==> src/hdl/lfr_pkg.sv <==
// shared types, action codes and defaults for the led level fade ramp
`default_nettype none

package lfr_pkg;

    localparam int TIME_BITS_DEF = 32;

    localparam logic [2:0] ACT_TICK   = 3'd0;
    localparam logic [2:0] ACT_FADE   = 3'd1;
    localparam logic [2:0] ACT_LEVEL  = 3'd2;
    localparam logic [2:0] ACT_SWITCH = 3'd3;
    localparam logic [2:0] ACT_TOGGLE = 3'd4;

    localparam logic [7:0] LEVEL_MAX = 8'hFF;

    typedef struct packed {
        logic [2:0]  action;
        logic [31:0] now_ms;
        logic [7:0]  level_a;
        logic [7:0]  level_b;
        logic [31:0] span_ms;
        logic        switch_on;
    } in_word_t;

    typedef struct packed {
        logic [7:0] drive_level;
        logic       is_on;
        logic       in_fade;
    } out_word_t;

    typedef enum logic {
        CS_IDLE,
        CS_DIVIDE
    } ctrl_state_t;

    typedef struct packed {
        logic apply;
        logic div_start;
    } ctrl_cmd_t;

    typedef struct packed {
        logic is_fade;
        logic div_done;
    } dp_status_t;

endpackage

`default_nettype wire

==> src/hdl/lfr_divider.sv <==
// restoring divider, one quotient bit per cycle, with round-half-up flag
`default_nettype none

module lfr_divider #(
    parameter int TIME_BITS = lfr_pkg::TIME_BITS_DEF
) (
    input  wire logic                 aclk,
    input  wire logic                 aresetn,
    input  wire logic                 start,
    input  wire logic [TIME_BITS-1:0] dividend,
    input  wire logic [7:0]           divisor,
    output logic                      done,
    output logic [TIME_BITS-1:0]      quotient,
    output logic                      round_up
);
    import lfr_pkg::*;

    localparam int CW = $clog2(TIME_BITS + 1);

    logic [TIME_BITS-1:0] quo_reg, quo_next;
    logic [7:0]           rem_reg, rem_next;
    logic [7:0]           div_reg, div_next;
    logic [CW-1:0]        count_reg, count_next;
    logic                 done_reg, done_next;
    logic [8:0]           rem_sh;

    always_comb begin
        quo_next   = quo_reg;
        rem_next   = rem_reg;
        div_next   = div_reg;
        count_next = count_reg;
        done_next  = 1'b0;
        rem_sh     = {rem_reg, quo_reg[TIME_BITS-1]};
        if (start) begin
            quo_next   = dividend;
            rem_next   = 8'd0;
            div_next   = divisor;
            count_next = CW'(TIME_BITS);
        end else if (count_reg != '0) begin
            if (rem_sh >= {1'b0, div_reg}) begin
                rem_next = 8'(rem_sh - {1'b0, div_reg});
                quo_next = {quo_reg[TIME_BITS-2:0], 1'b1};
            end else begin
                rem_next = rem_sh[7:0];
                quo_next = {quo_reg[TIME_BITS-2:0], 1'b0};
            end
            count_next = count_reg - 1'b1;
            done_next  = (count_reg == CW'(1));
        end
    end

    always_ff @(posedge aclk) begin
        if (!aresetn) begin
            count_reg <= '0;
            done_reg  <= 1'b0;
        end else begin
            count_reg <= count_next;
            done_reg  <= done_next;
        end
        quo_reg <= quo_next;
        rem_reg <= rem_next;
        div_reg <= div_next;
    end

    assign done     = done_reg;
    assign quotient = quo_reg;
    // nearest integer, halves go up
    assign round_up = ({rem_reg, 1'b0} >= {1'b0, div_reg});

endmodule

`default_nettype wire

==> src/hdl/lfr_datapath.sv <==
// fade state, tick stepping logic, step interval divider and result register
`default_nettype none

module lfr_datapath #(
    parameter int TIME_BITS = lfr_pkg::TIME_BITS_DEF
) (
    input  wire logic               aclk,
    input  wire logic               aresetn,
    input  wire lfr_pkg::in_word_t  s_data,
    input  wire lfr_pkg::ctrl_cmd_t cmd,
    output lfr_pkg::dp_status_t     status,
    output lfr_pkg::out_word_t      m_data
);
    import lfr_pkg::*;

    localparam int TB = TIME_BITS;

    logic [7:0]    level_reg, level_next;
    logic          on_reg, on_next;
    logic          active_reg, active_next;
    logic          started_reg, started_next;
    logic [7:0]    from_reg, from_next;
    logic [7:0]    to_reg, to_next;
    logic [TB-1:0] len_reg, len_next;
    logic [TB-1:0] begin_reg, begin_next;
    logic [TB-1:0] last_reg, last_next;
    logic [TB-1:0] interval_reg;
    out_word_t     out_reg;

    logic [TB+31:0] now_ext, span_ext;
    logic [TB-1:0]  now_t, span_t;
    logic [TB-1:0]  begin_eff, elapsed, since_step;
    logic [7:0]     base_level, lvl;
    logic           up;
    logic [7:0]     fade_dist;

    logic          div_done;
    logic [TB-1:0] div_quo;
    logic          div_round;

    // time fields taken modulo 2^TB
    assign now_ext  = {{TB{1'b0}}, s_data.now_ms};
    assign span_ext = {{TB{1'b0}}, s_data.span_ms};
    assign now_t    = now_ext[TB-1:0];
    assign span_t   = span_ext[TB-1:0];

    assign fade_dist = (s_data.level_b > s_data.level_a) ?
                       (s_data.level_b - s_data.level_a) :
                       (s_data.level_a - s_data.level_b);

    lfr_divider #(
        .TIME_BITS(TB)
    ) u_div (
        .aclk     (aclk),
        .aresetn  (aresetn),
        .start    (cmd.div_start),
        .dividend (span_t),
        .divisor  (fade_dist),
        .done     (div_done),
        .quotient (div_quo),
        .round_up (div_round)
    );

    assign status.is_fade  = (s_data.action == ACT_FADE);
    assign status.div_done = div_done;

    // tick terms
    assign base_level = started_reg ? level_reg : from_reg;
    assign begin_eff  = started_reg ? begin_reg : now_t;
    assign elapsed    = now_t - begin_eff;
    assign since_step = now_t - last_reg;
    assign up         = (to_reg > from_reg);

    always_comb begin
        level_next   = level_reg;
        on_next      = on_reg;
        active_next  = active_reg;
        started_next = started_reg;
        from_next    = from_reg;
        to_next      = to_reg;
        len_next     = len_reg;
        begin_next   = begin_reg;
        last_next    = last_reg;
        lvl          = level_reg;
        if (cmd.apply) begin
            case (s_data.action)
                ACT_TICK: begin
                    if (active_reg) begin
                        lvl          = base_level;
                        begin_next   = begin_eff;
                        started_next = 1'b1;
                        if (elapsed < len_reg) begin
                            if (to_reg != from_reg && since_step >= interval_reg) begin
                                if (up) begin
                                    if (lvl != LEVEL_MAX) lvl = lvl + 8'd1;
                                end else begin
                                    if (lvl != 8'd0) lvl = lvl - 8'd1;
                                end
                                last_next = now_t;
                            end
                        end else begin
                            lvl          = to_reg;
                            started_next = 1'b0;
                            active_next  = 1'b0;
                        end
                    end
                    level_next = lvl;
                    on_next    = (lvl != 8'd0);
                end
                ACT_FADE: begin
                    from_next    = s_data.level_a;
                    to_next      = s_data.level_b;
                    len_next     = span_t;
                    started_next = 1'b0;
                    active_next  = 1'b1;
                end
                ACT_LEVEL: begin
                    level_next = s_data.level_a;
                    on_next    = (s_data.level_a != 8'd0);
                end
                ACT_SWITCH: begin
                    on_next    = s_data.switch_on;
                    level_next = s_data.switch_on ? LEVEL_MAX : 8'd0;
                end
                ACT_TOGGLE: begin
                    on_next    = !on_reg;
                    level_next = on_reg ? 8'd0 : LEVEL_MAX;
                end
                default: begin
                end
            endcase
        end
    end

    always_ff @(posedge aclk) begin
        if (!aresetn) begin
            level_reg   <= 8'd0;
            on_reg      <= 1'b0;
            active_reg  <= 1'b0;
            started_reg <= 1'b0;
            from_reg    <= 8'd0;
            to_reg      <= 8'd0;
            len_reg     <= '0;
            begin_reg   <= '0;
            last_reg    <= '0;
        end else begin
            level_reg   <= level_next;
            on_reg      <= on_next;
            active_reg  <= active_next;
            started_reg <= started_next;
            from_reg    <= from_next;
            to_reg      <= to_next;
            len_reg     <= len_next;
            begin_reg   <= begin_next;
            last_reg    <= last_next;
        end
    end

    always_ff @(posedge aclk) begin
        if (div_done) begin
            interval_reg <= div_quo + TB'(div_round);
        end
        if (cmd.apply) begin
            out_reg.drive_level <= level_next;
            out_reg.is_on       <= on_next;
            out_reg.in_fade     <= active_next;
        end
    end

    assign m_data = out_reg;

endmodule

`default_nettype wire

==> src/hdl/lfr_ctrl.sv <==
// controller: input and result handshakes, waits out the interval divide
`default_nettype none

module lfr_ctrl (
    input  wire logic                aclk,
    input  wire logic                aresetn,
    input  wire logic                s_valid,
    output logic                     s_ready,
    output logic                     m_valid,
    input  wire logic                m_ready,
    input  wire lfr_pkg::dp_status_t status,
    output lfr_pkg::ctrl_cmd_t       cmd
);
    import lfr_pkg::*;

    ctrl_state_t state_reg, state_next;
    logic        m_valid_reg, m_valid_next;
    logic        accept;

    always_ff @(posedge aclk) begin
        if (!aresetn) begin
            state_reg   <= CS_IDLE;
            m_valid_reg <= 1'b0;
        end else begin
            state_reg   <= state_next;
            m_valid_reg <= m_valid_next;
        end
    end

    always_comb begin
        state_next    = state_reg;
        s_ready       = 1'b0;
        accept        = 1'b0;
        cmd.apply     = 1'b0;
        cmd.div_start = 1'b0;
        case (state_reg)
            CS_IDLE: begin
                // result register must be free or emptying this cycle
                s_ready = !m_valid_reg || m_ready;
                accept  = s_valid && s_ready;
                cmd.apply     = accept;
                cmd.div_start = accept && status.is_fade;
                if (cmd.div_start) state_next = CS_DIVIDE;
            end
            CS_DIVIDE: begin
                if (status.div_done) state_next = CS_IDLE;
            end
            default: begin
                state_next = CS_IDLE;
            end
        endcase
        m_valid_next = accept || (m_valid_reg && !m_ready);
    end

    assign m_valid = m_valid_reg;

endmodule

`default_nettype wire

==> src/hdl/led_level_fade_ramp_top.sv <==
// LED level fade ramp generator: drive level, on/off and fade control
//
// usage: one input word per action (tick, start fade, set level, set on/off,
// toggle) on the s_ channel; every accepted word yields exactly one result
// word on the m_ channel with the level, on flag and fade flag after the
// action. results leave in input order through a single output register.
// a result is valid the cycle after its word is accepted.
// throughput: tick, set level, set on/off and toggle words are taken one per
// cycle while m_ready stays high. after a start fade the step interval is
// computed by a bit-serial divider, one quotient bit per cycle, and no new
// word is taken until it finishes.
// stall: while the receiver holds m_ready low the result stays put and
// s_ready drops; the next word is taken in the cycle the result leaves.
// reset: aresetn is synchronous, active low; level, flags and fade state
// clear to zero and no result is pending.
`default_nettype none

module led_level_fade_ramp_top #(
    parameter int TIME_BITS = lfr_pkg::TIME_BITS_DEF
) (
    input  wire logic              aclk,
    input  wire logic              aresetn,
    input  wire logic              s_valid,
    output logic                   s_ready,
    input  wire lfr_pkg::in_word_t s_data,
    output logic                   m_valid,
    input  wire logic              m_ready,
    output lfr_pkg::out_word_t     m_data
);
    import lfr_pkg::*;

    ctrl_cmd_t  cmd;
    dp_status_t status;

    lfr_ctrl u_ctrl (
        .aclk    (aclk),
        .aresetn (aresetn),
        .s_valid (s_valid),
        .s_ready (s_ready),
        .m_valid (m_valid),
        .m_ready (m_ready),
        .status  (status),
        .cmd     (cmd)
    );

    lfr_datapath #(
        .TIME_BITS(TIME_BITS)
    ) u_dp (
        .aclk    (aclk),
        .aresetn (aresetn),
        .s_data  (s_data),
        .cmd     (cmd),
        .status  (status),
        .m_data  (m_data)
    );

    // every accepted word produces a result next cycle
    a_accept_gives_result: assert property (
        @(posedge aclk) disable iff (!aresetn)
        (s_valid && s_ready) |=> m_valid
    ) else $error("accepted word did not produce a result");

    // a start fade blocks input at once, as the interval divide begins
    a_fade_blocks_input: assert property (
        @(posedge aclk) disable iff (!aresetn)
        (s_valid && s_ready && s_data.action == ACT_FADE) |=> !s_ready
    ) else $error("input taken during interval divide");

    // on flag always tracks a nonzero level
    a_on_matches_level: assert property (
        @(posedge aclk) disable iff (!aresetn)
        m_valid |-> (m_data.is_on == (m_data.drive_level != 8'd0))
    ) else $error("on flag disagrees with level");

endmodule

`default_nettype wire

==> config.mk <==
export PLATFORM = sky130hd
export DESIGN_NAME = led_level_fade_ramp_top
export DESIGN_NICKNAME = d
export VERILOG_FILES = /design/src/hdl/lfr_pkg.sv /design/src/hdl/lfr_divider.sv /design/src/hdl/lfr_datapath.sv /design/src/hdl/lfr_ctrl.sv /design/src/hdl/led_level_fade_ramp_top.sv
export SDC_FILE = /design/constraint.sdc
export NUM_CORES = 1
export LEC_CHECK = 0
export BUFFER_PORTS_ARGS = -buffer_cell sky130_fd_sc_hd__clkbuf_2
export CAP_MARGIN = 5
export CELL_PAD_IN_SITES_DETAIL_PLACEMENT = 1
export CELL_PAD_IN_SITES_GLOBAL_PLACEMENT = 2
export CORE_ASPECT_RATIO = 0.75
export CORE_UTILIZATION = 30
export CTS_CLUSTER_DIAMETER = 50
export DETAILED_ROUTE_END_ITERATION = 6
export PLACE_DENSITY = 0.68
export SYNTH_ARGS = -nofsm -noshare
export SYNTH_HDL_FRONTEND = slang
export SYNTH_HIERARCHICAL = 1
export SYNTH_SLANG_ARGS = --single-unit
export TNS_END_PERCENT = 5
==> constraint.sdc <==
create_clock -name aclk -period 15.4 [get_ports aclk]
set_input_delay 2.31 -clock aclk [delete_from_list [all_inputs] [get_ports aclk]]
set_output_delay 2.31 -clock aclk [all_outputs]
set_load 0.005 [all_outputs]
# == Yosys cells after proc, flatten, opt, wreduce, memory -nomap -nowiden ==
# Cells that the tools add are included.
# word_totals
input_bits,88
elab_cells,104
reg_bits,222
out_inout_bits,12
# classes
eq_ne,8
mux,35
bitwise_logic,3
reduce_logical,22
n_lt_le_gt_ge,6
n_addsub,9
# ops
operator,n
two-way mux 8 bit,14
two-way mux 32 bit,3
subtractor 32 bit,2
adder 32 x 1 -> 32 bit,1
>= comparator 32 bit,1
< comparator 32 bit,1
one-hot mux 8 bit (4 select lines),1
nonzero test 8 bit,3
subtractor 8 bit,3
>= comparator 9 x 8 -> 1 bit,2
> comparator 8 bit,2
two-way mux 6 bit,2
two-way mux 1 bit,10
"adder 8 x 1 -> 8 bit, second input constant",1
!= test 8 bit,1
"!= test 8 bit, second input constant",1
"subtractor 8 x 1 -> 8 bit, second input constant",1
"equality test 3 x 2 -> 1 bit, second input constant",2
"equality test 6 x 1 -> 1 bit, second input constant",1
one-hot mux 1 bit (2 select lines),3
AND reduction 3 bit,2
nonzero test 6 bit,1
"subtractor 6 x 1 -> 6 bit, second input constant",1
AND reduction 5 bit,1
other kinds (14),23

# == Logic depth before layout (Yosys ltp) ==
# depth
depth_word,12
ltp_mapped,32
mapped_depth_nobuf,26

# == Hierarchy ==
# The synthesis kept the hierarchy.
# modules_own_cells
module,seq_area_each_um2,area_per_inst_um2,instances,cells_each
lfr_datapath,3723.6,12869.8,1,1613
lfr_divider,1501.4,2711.4,1,208
lfr_ctrl,40.0,127.6,1,13

# == Worst setup path before layout ==
# OpenSTA, ideal clock, no wires.
# synth_path
kind,input to register
start,input port s_data[49] in the netlist's numbering
end,"register u_dp.out_reg (netlist bit u_dp/m_data[1]), data pin"
required_ns,15.129
path_slack_ns,8.023
setup_time_ns,0.271
path_stages,25
t_arrival_ns,7.106
cell_sequence,inv_1 ha_1 inv_1 fa_1 a21oi_1 o211ai_1 o31a_1 o41ai_1 o21ai_1 a211oi_1 nor4_1 nor2b_1 o21ai_0 xor2_1 ha_1 and4_1 a221oi_1 o21ai_0 o21ai_1 buf_2 a21oi_1 a211oi_1 o221ai_1 nor4_1 a21oi_1
# synth_via
elab_chain_len,11
# synth_lines
element,line_no,text
from (decl),led_level_fade_ramp_top.sv:25,"input wire lfr_pkg::in_word_t s_data,"
subtractor 32 bit,lfr_datapath.sv:71,assign since_step = now_t - last_reg;
>= comparator 32 bit,lfr_datapath.sv:93,if (to_reg != from_reg && since_step >= interval_reg) begin
logical AND 1 bit,lfr_datapath.sv:93,
two-way mux 8 bit,lfr_datapath.sv:93,
two-way mux 8 bit *,lfr_datapath.sv:92,if (elapsed < len_reg) begin
two-way mux 8 bit *,lfr_datapath.sv:88,if (active_reg) begin
two-way mux 8 bit *,lfr_datapath.sv:86,case (s_data.action)
two-way mux 8 bit *,lfr_datapath.sv:85,if (cmd.apply) begin
nonzero test 8 bit *,lfr_datapath.sv:108,on_next = (lvl != 8'd0);
one-hot mux 1 bit (4 select lines) *,lfr_datapath.sv:86,
two-way mux 1 bit *,lfr_datapath.sv:85,
via u_dp.on_next,lfr_datapath.sv:19,"logic on_reg, on_next;"
to (decl),lfr_datapath.sv:28,out_word_t out_reg;
# Mark *: on every way through the listed nets, which the timed path passes. The rest lies on a longest branch. The select of a mux whose other input is x is not followed.
# A chain may end at the register's enable or synchronous reset.

# == Worst setup path in the final report ==
# Same ends and word-level chain as after synthesis.

==> run summary <==
Outcome -> finished, final reports clean
Die area -> 53,300 um^2
Fmax -> 120 MHz
Worst-path fanout max -> 16
Internal power -> 1.56 mW
DR iter-0 viols -> 660
Post_cts resized -> 0
Num rows -> 72
Top_reg_cell synth -> dfxtp_1
Post-Syn Area -> 15,700 um^2
Placed Cells incl. Taps -> 2,586
Gr busiest metal -> met2
CTS tree -> yes
CP Capture Type -> flip-flop
Clock Latency Late Sink -> 0.54 ns
Synth warnings -> 6
Critical Path End -> u_dp/m_data[1]$_DFFE_PP_
PortBufs -> 99
Setup CP Type -> in -> reg
WP data required -> 15.67 ns
Total track usage -> 18.6%
P_sw -> 0.807 mW
Vias in the first global route -> 13.7k
CTS root buf -> clkbuf_16
DP Area -> 16,900 um^2
Fin Clk Skew -> 0.0235 ns
Final cycle utilization of the critical path -> 54.3%
Synthesized area per cell -> 8.57 um^2
# IOs -> 100
CP startpoint -> s_data[49]
Overflow after GRT -> 0
Number of synthesized flops with an enable pin -> 82
DR DRC count -> 0
Initial Util -> 30.4%
Slew margin rel. -> 21.2%
Synth Instances -> 1,834
Detailed-route via count -> 13.6k
Num CTS Buffers -> 36
Setup crit start kind -> primary input
Nets -> 2,178
R2r setup slk -> 8.10 ns
Clk pin slew, worst setup/hold paths -> 0.06 ns
Routability cong. -> 0.857
Met1 Resource Use GR -> 27.8%
Met2 usage -> 27.8%
Post-Syn Nets -> 2,091
Final HPWL DP -> 38,000 um
Sequential power share -> 35.4%
Post-CTS Hold Buffers -> 0
H-tree level count -> 2
Area grow syn2layout -> 15.9%
Worst R2R Start -> u_dp/started_reg$_SDFFE_PN0P_
Critical path data arrival time -> 8.63 ns
Post-CTS setup buffers -> 0
Chip height -> 200 um
Routed WL -> 49,600 um
Setup violations, final -> 0
Vias per cell -> 5.12
Initial antenna violation count -> 0
Filler Cell Count -> 6,061
Comb pwr share -> 28.5%
Worst-case clock buffer depth -> 3
Maximum vdd drop -> 63.3 uV
RSZ-0062 raised after global routing -> no
DRT Pass-1 Iters -> 5
Pin count of the biggest net entering global routing -> 62
Fin cells -> 2,652
Post-route ant nets -> 0
Netlist cell types -> 85
Pwr per Cell Area -> 130 nW/um^2
Chip width -> 266 um
Measured slew at the worst slew-check pin -> 1.18 ns
LEAKAGE -> 6.95 nW
GR Layer Usage met3 -> 2.64%
Worst hold path depth -> 2
DR WL/cell -> 18.7 um
Sequential-to-total area share from yosys stat -> 33.5%
Final min period -> 8.36 ns
Final Hold Viols -> 0
Seq cells post-synth -> 222
Reg2Reg Capture Point -> u_dp/last_reg[13]$_SDFFE_PN0P_
R2r worst-path depth -> 22
Final Max Slew Viols -> 0
Fin area -> 18,200 um^2
Setup TNS -> 0 ns
Clock Sinks -> 222
Clk pwr share -> 36.1%
Sw frac -> 34.1%
Hold Path Class -> reg -> reg
Post-synth ARST share -> 0%
Max_cap viols -> 0
First-pass GRT wire length -> 77,800 um
Share of layout cells above drive strength 1 -> 12.5%
Core area -> 51,600 um^2
==> Yosys cell counts, types with 14 or more instances <==
cell | n | area share [%]
a21o_1 | 36 | 1.7
nand2b_1 | 16 | 0.64
nor2_1 | 116 | 2.8
xor2_1 | 36 | 2.0
dfxtp_1 | 140 | 18
xnor2_1 | 68 | 3.8
nand2_1 | 245 | 5.9
nor3_1 | 32 | 1.0
nand3_1 | 44 | 1.4
mux2i_1 | 46 | 2.9
mux2_2 | 33 | 2.4
nor2b_1 | 20 | 0.80
ha_1 | 164 | 13
o21bai_1 | 14 | 0.67
a211oi_1 | 45 | 2.2
a21oi_1 | 179 | 5.7
inv_1 | 173 | 4.1
o21ai_0 | 46 | 1.5
nand4_1 | 21 | 0.84
o21a_1 | 19 | 0.91
clkbuf_1 | 47 | 1.1
edfxtp_1 | 82 | 16
==> metrics by stage <==
stage | power (mW) | setup slack (ns) | hold WS [ns] | util [%]
global route | 2.52 | 6.50 | 0.475 | 35.3
finish | 2.37 | 7.04 | 0.453 | 35.3
global placement | 1.51 | 6.72 | 0.438 | 32.8
floorplan | 1.31 | 8.02 | 0.432 | -
CTS | 2.41 | 7.10 | 0.454 | 35.3
detailed placement | 1.53 | 6.57 | 0.445 | 32.8
==> metal layers <==
metal / vias up / part of all wire (%)
li1: 6700 / -
met1: 6599 / 52
met2: 220 / 42
met3: 65 / 4.0
met4: 0 / 2.0
met5: - / 0
==> power groups by stage <==
stage	clock [mW]	sequential [mW]	combinational, mW
final	0.857	0.839	0.674
after CTS	0.886	0.839	0.680
after global routing	0.910	0.853	0.760
after detailed placement	0	0.850	0.676
after floorplan	0	0.823	0.489
after global placement	0	0.845	0.661
==> cell type report <==
type	count	area, um^2	area share, %
Antenna cell	1	2.50	0.0137
Tap cell	703	880	4.83
Multi-Input combinational cell	1374	9530	52.4
Inverter	173	652	3.58
Clock buffer	45	1030	5.65
Clock inverter	20	231	1.27
Sequential cell	222	5270	28.9
Timing Repair Buffer	114	608	3.34
==> worst min-delay path by stage <==
stage                                               from                              to  slack (ns)
after global placement    u_dp/last_reg[17]$_SDFFE_PN0P_  u_dp/last_reg[17]$_SDFFE_PN0P_        0.44
after global routing      u_dp/last_reg[28]$_SDFFE_PN0P_  u_dp/last_reg[28]$_SDFFE_PN0P_        0.47
final                     u_dp/last_reg[29]$_SDFFE_PN0P_  u_dp/last_reg[29]$_SDFFE_PN0P_        0.45
after CTS                 u_dp/last_reg[29]$_SDFFE_PN0P_  u_dp/last_reg[29]$_SDFFE_PN0P_        0.45
after detailed placement   u_dp/last_reg[5]$_SDFFE_PN0P_   u_dp/last_reg[5]$_SDFFE_PN0P_        0.44
after floorplan           u_dp/last_reg[10]$_SDFFE_PN0P_  u_dp/last_reg[10]$_SDFFE_PN0P_        0.43
==> logic make-up after synthesis <==
group	Yosys count	synth area share (%)
mux	79	5.30
xor+xnor	104	5.80
simple gates	568	16.8
buf+inv	238	5.92
compound gates	454	19.0
fa+ha+maj	169	13.7
flops	222	33.5
==> cell usage in the layout (no fill, tap or decap), types with 32 or more instances in the layout <==
| cell type | instances |
|---|---|
| a211oi_1 | 45 |
| a21o_1 | 36 |
| a21oi_1 | 179 |
| clkbuf_16 | 39 |
| clkbuf_2 | 99 |
| dfxtp_1 | 139 |
| edfxtp_1 | 82 |
| ha_1 | 164 |
| inv_1 | 172 |
| mux2_2 | 33 |
| mux2i_1 | 46 |
| nand2_1 | 244 |
| nand3_1 | 44 |
| nor2_1 | 116 |
| nor3_1 | 32 |
| o21ai_0 | 46 |
| xnor2_1 | 68 |
| xor2_1 | 36 |
==> critical path, cell delays in order <==
cell and delay (ns):
clkbuf_2 0.09, inv_1 0.09, ha_1 0.19, inv_1 0.06, fa_1 0.40, a21oi_1 0.19
o211ai_1 0.14, o31a_1 0.28, o41ai_1 0.86, o21ai_1 0.36, a211oi_1 0.43, nor4_1 0.16
nor2b_1 0.22, o21ai_0 0.14, xor2_1 0.16, ha_1 0.30, and4_1 0.17, a221oi_1 0.48
o21ai_0 0.17, o21ai_1 0.15, buf_4 0.24, a21oi_1 0.07, a211oi_1 0.25, o221ai_1 0.18
nor4_1 0.41, a21oi_1 0.12
Note: power is estimated with default switching activity, not from simulation.
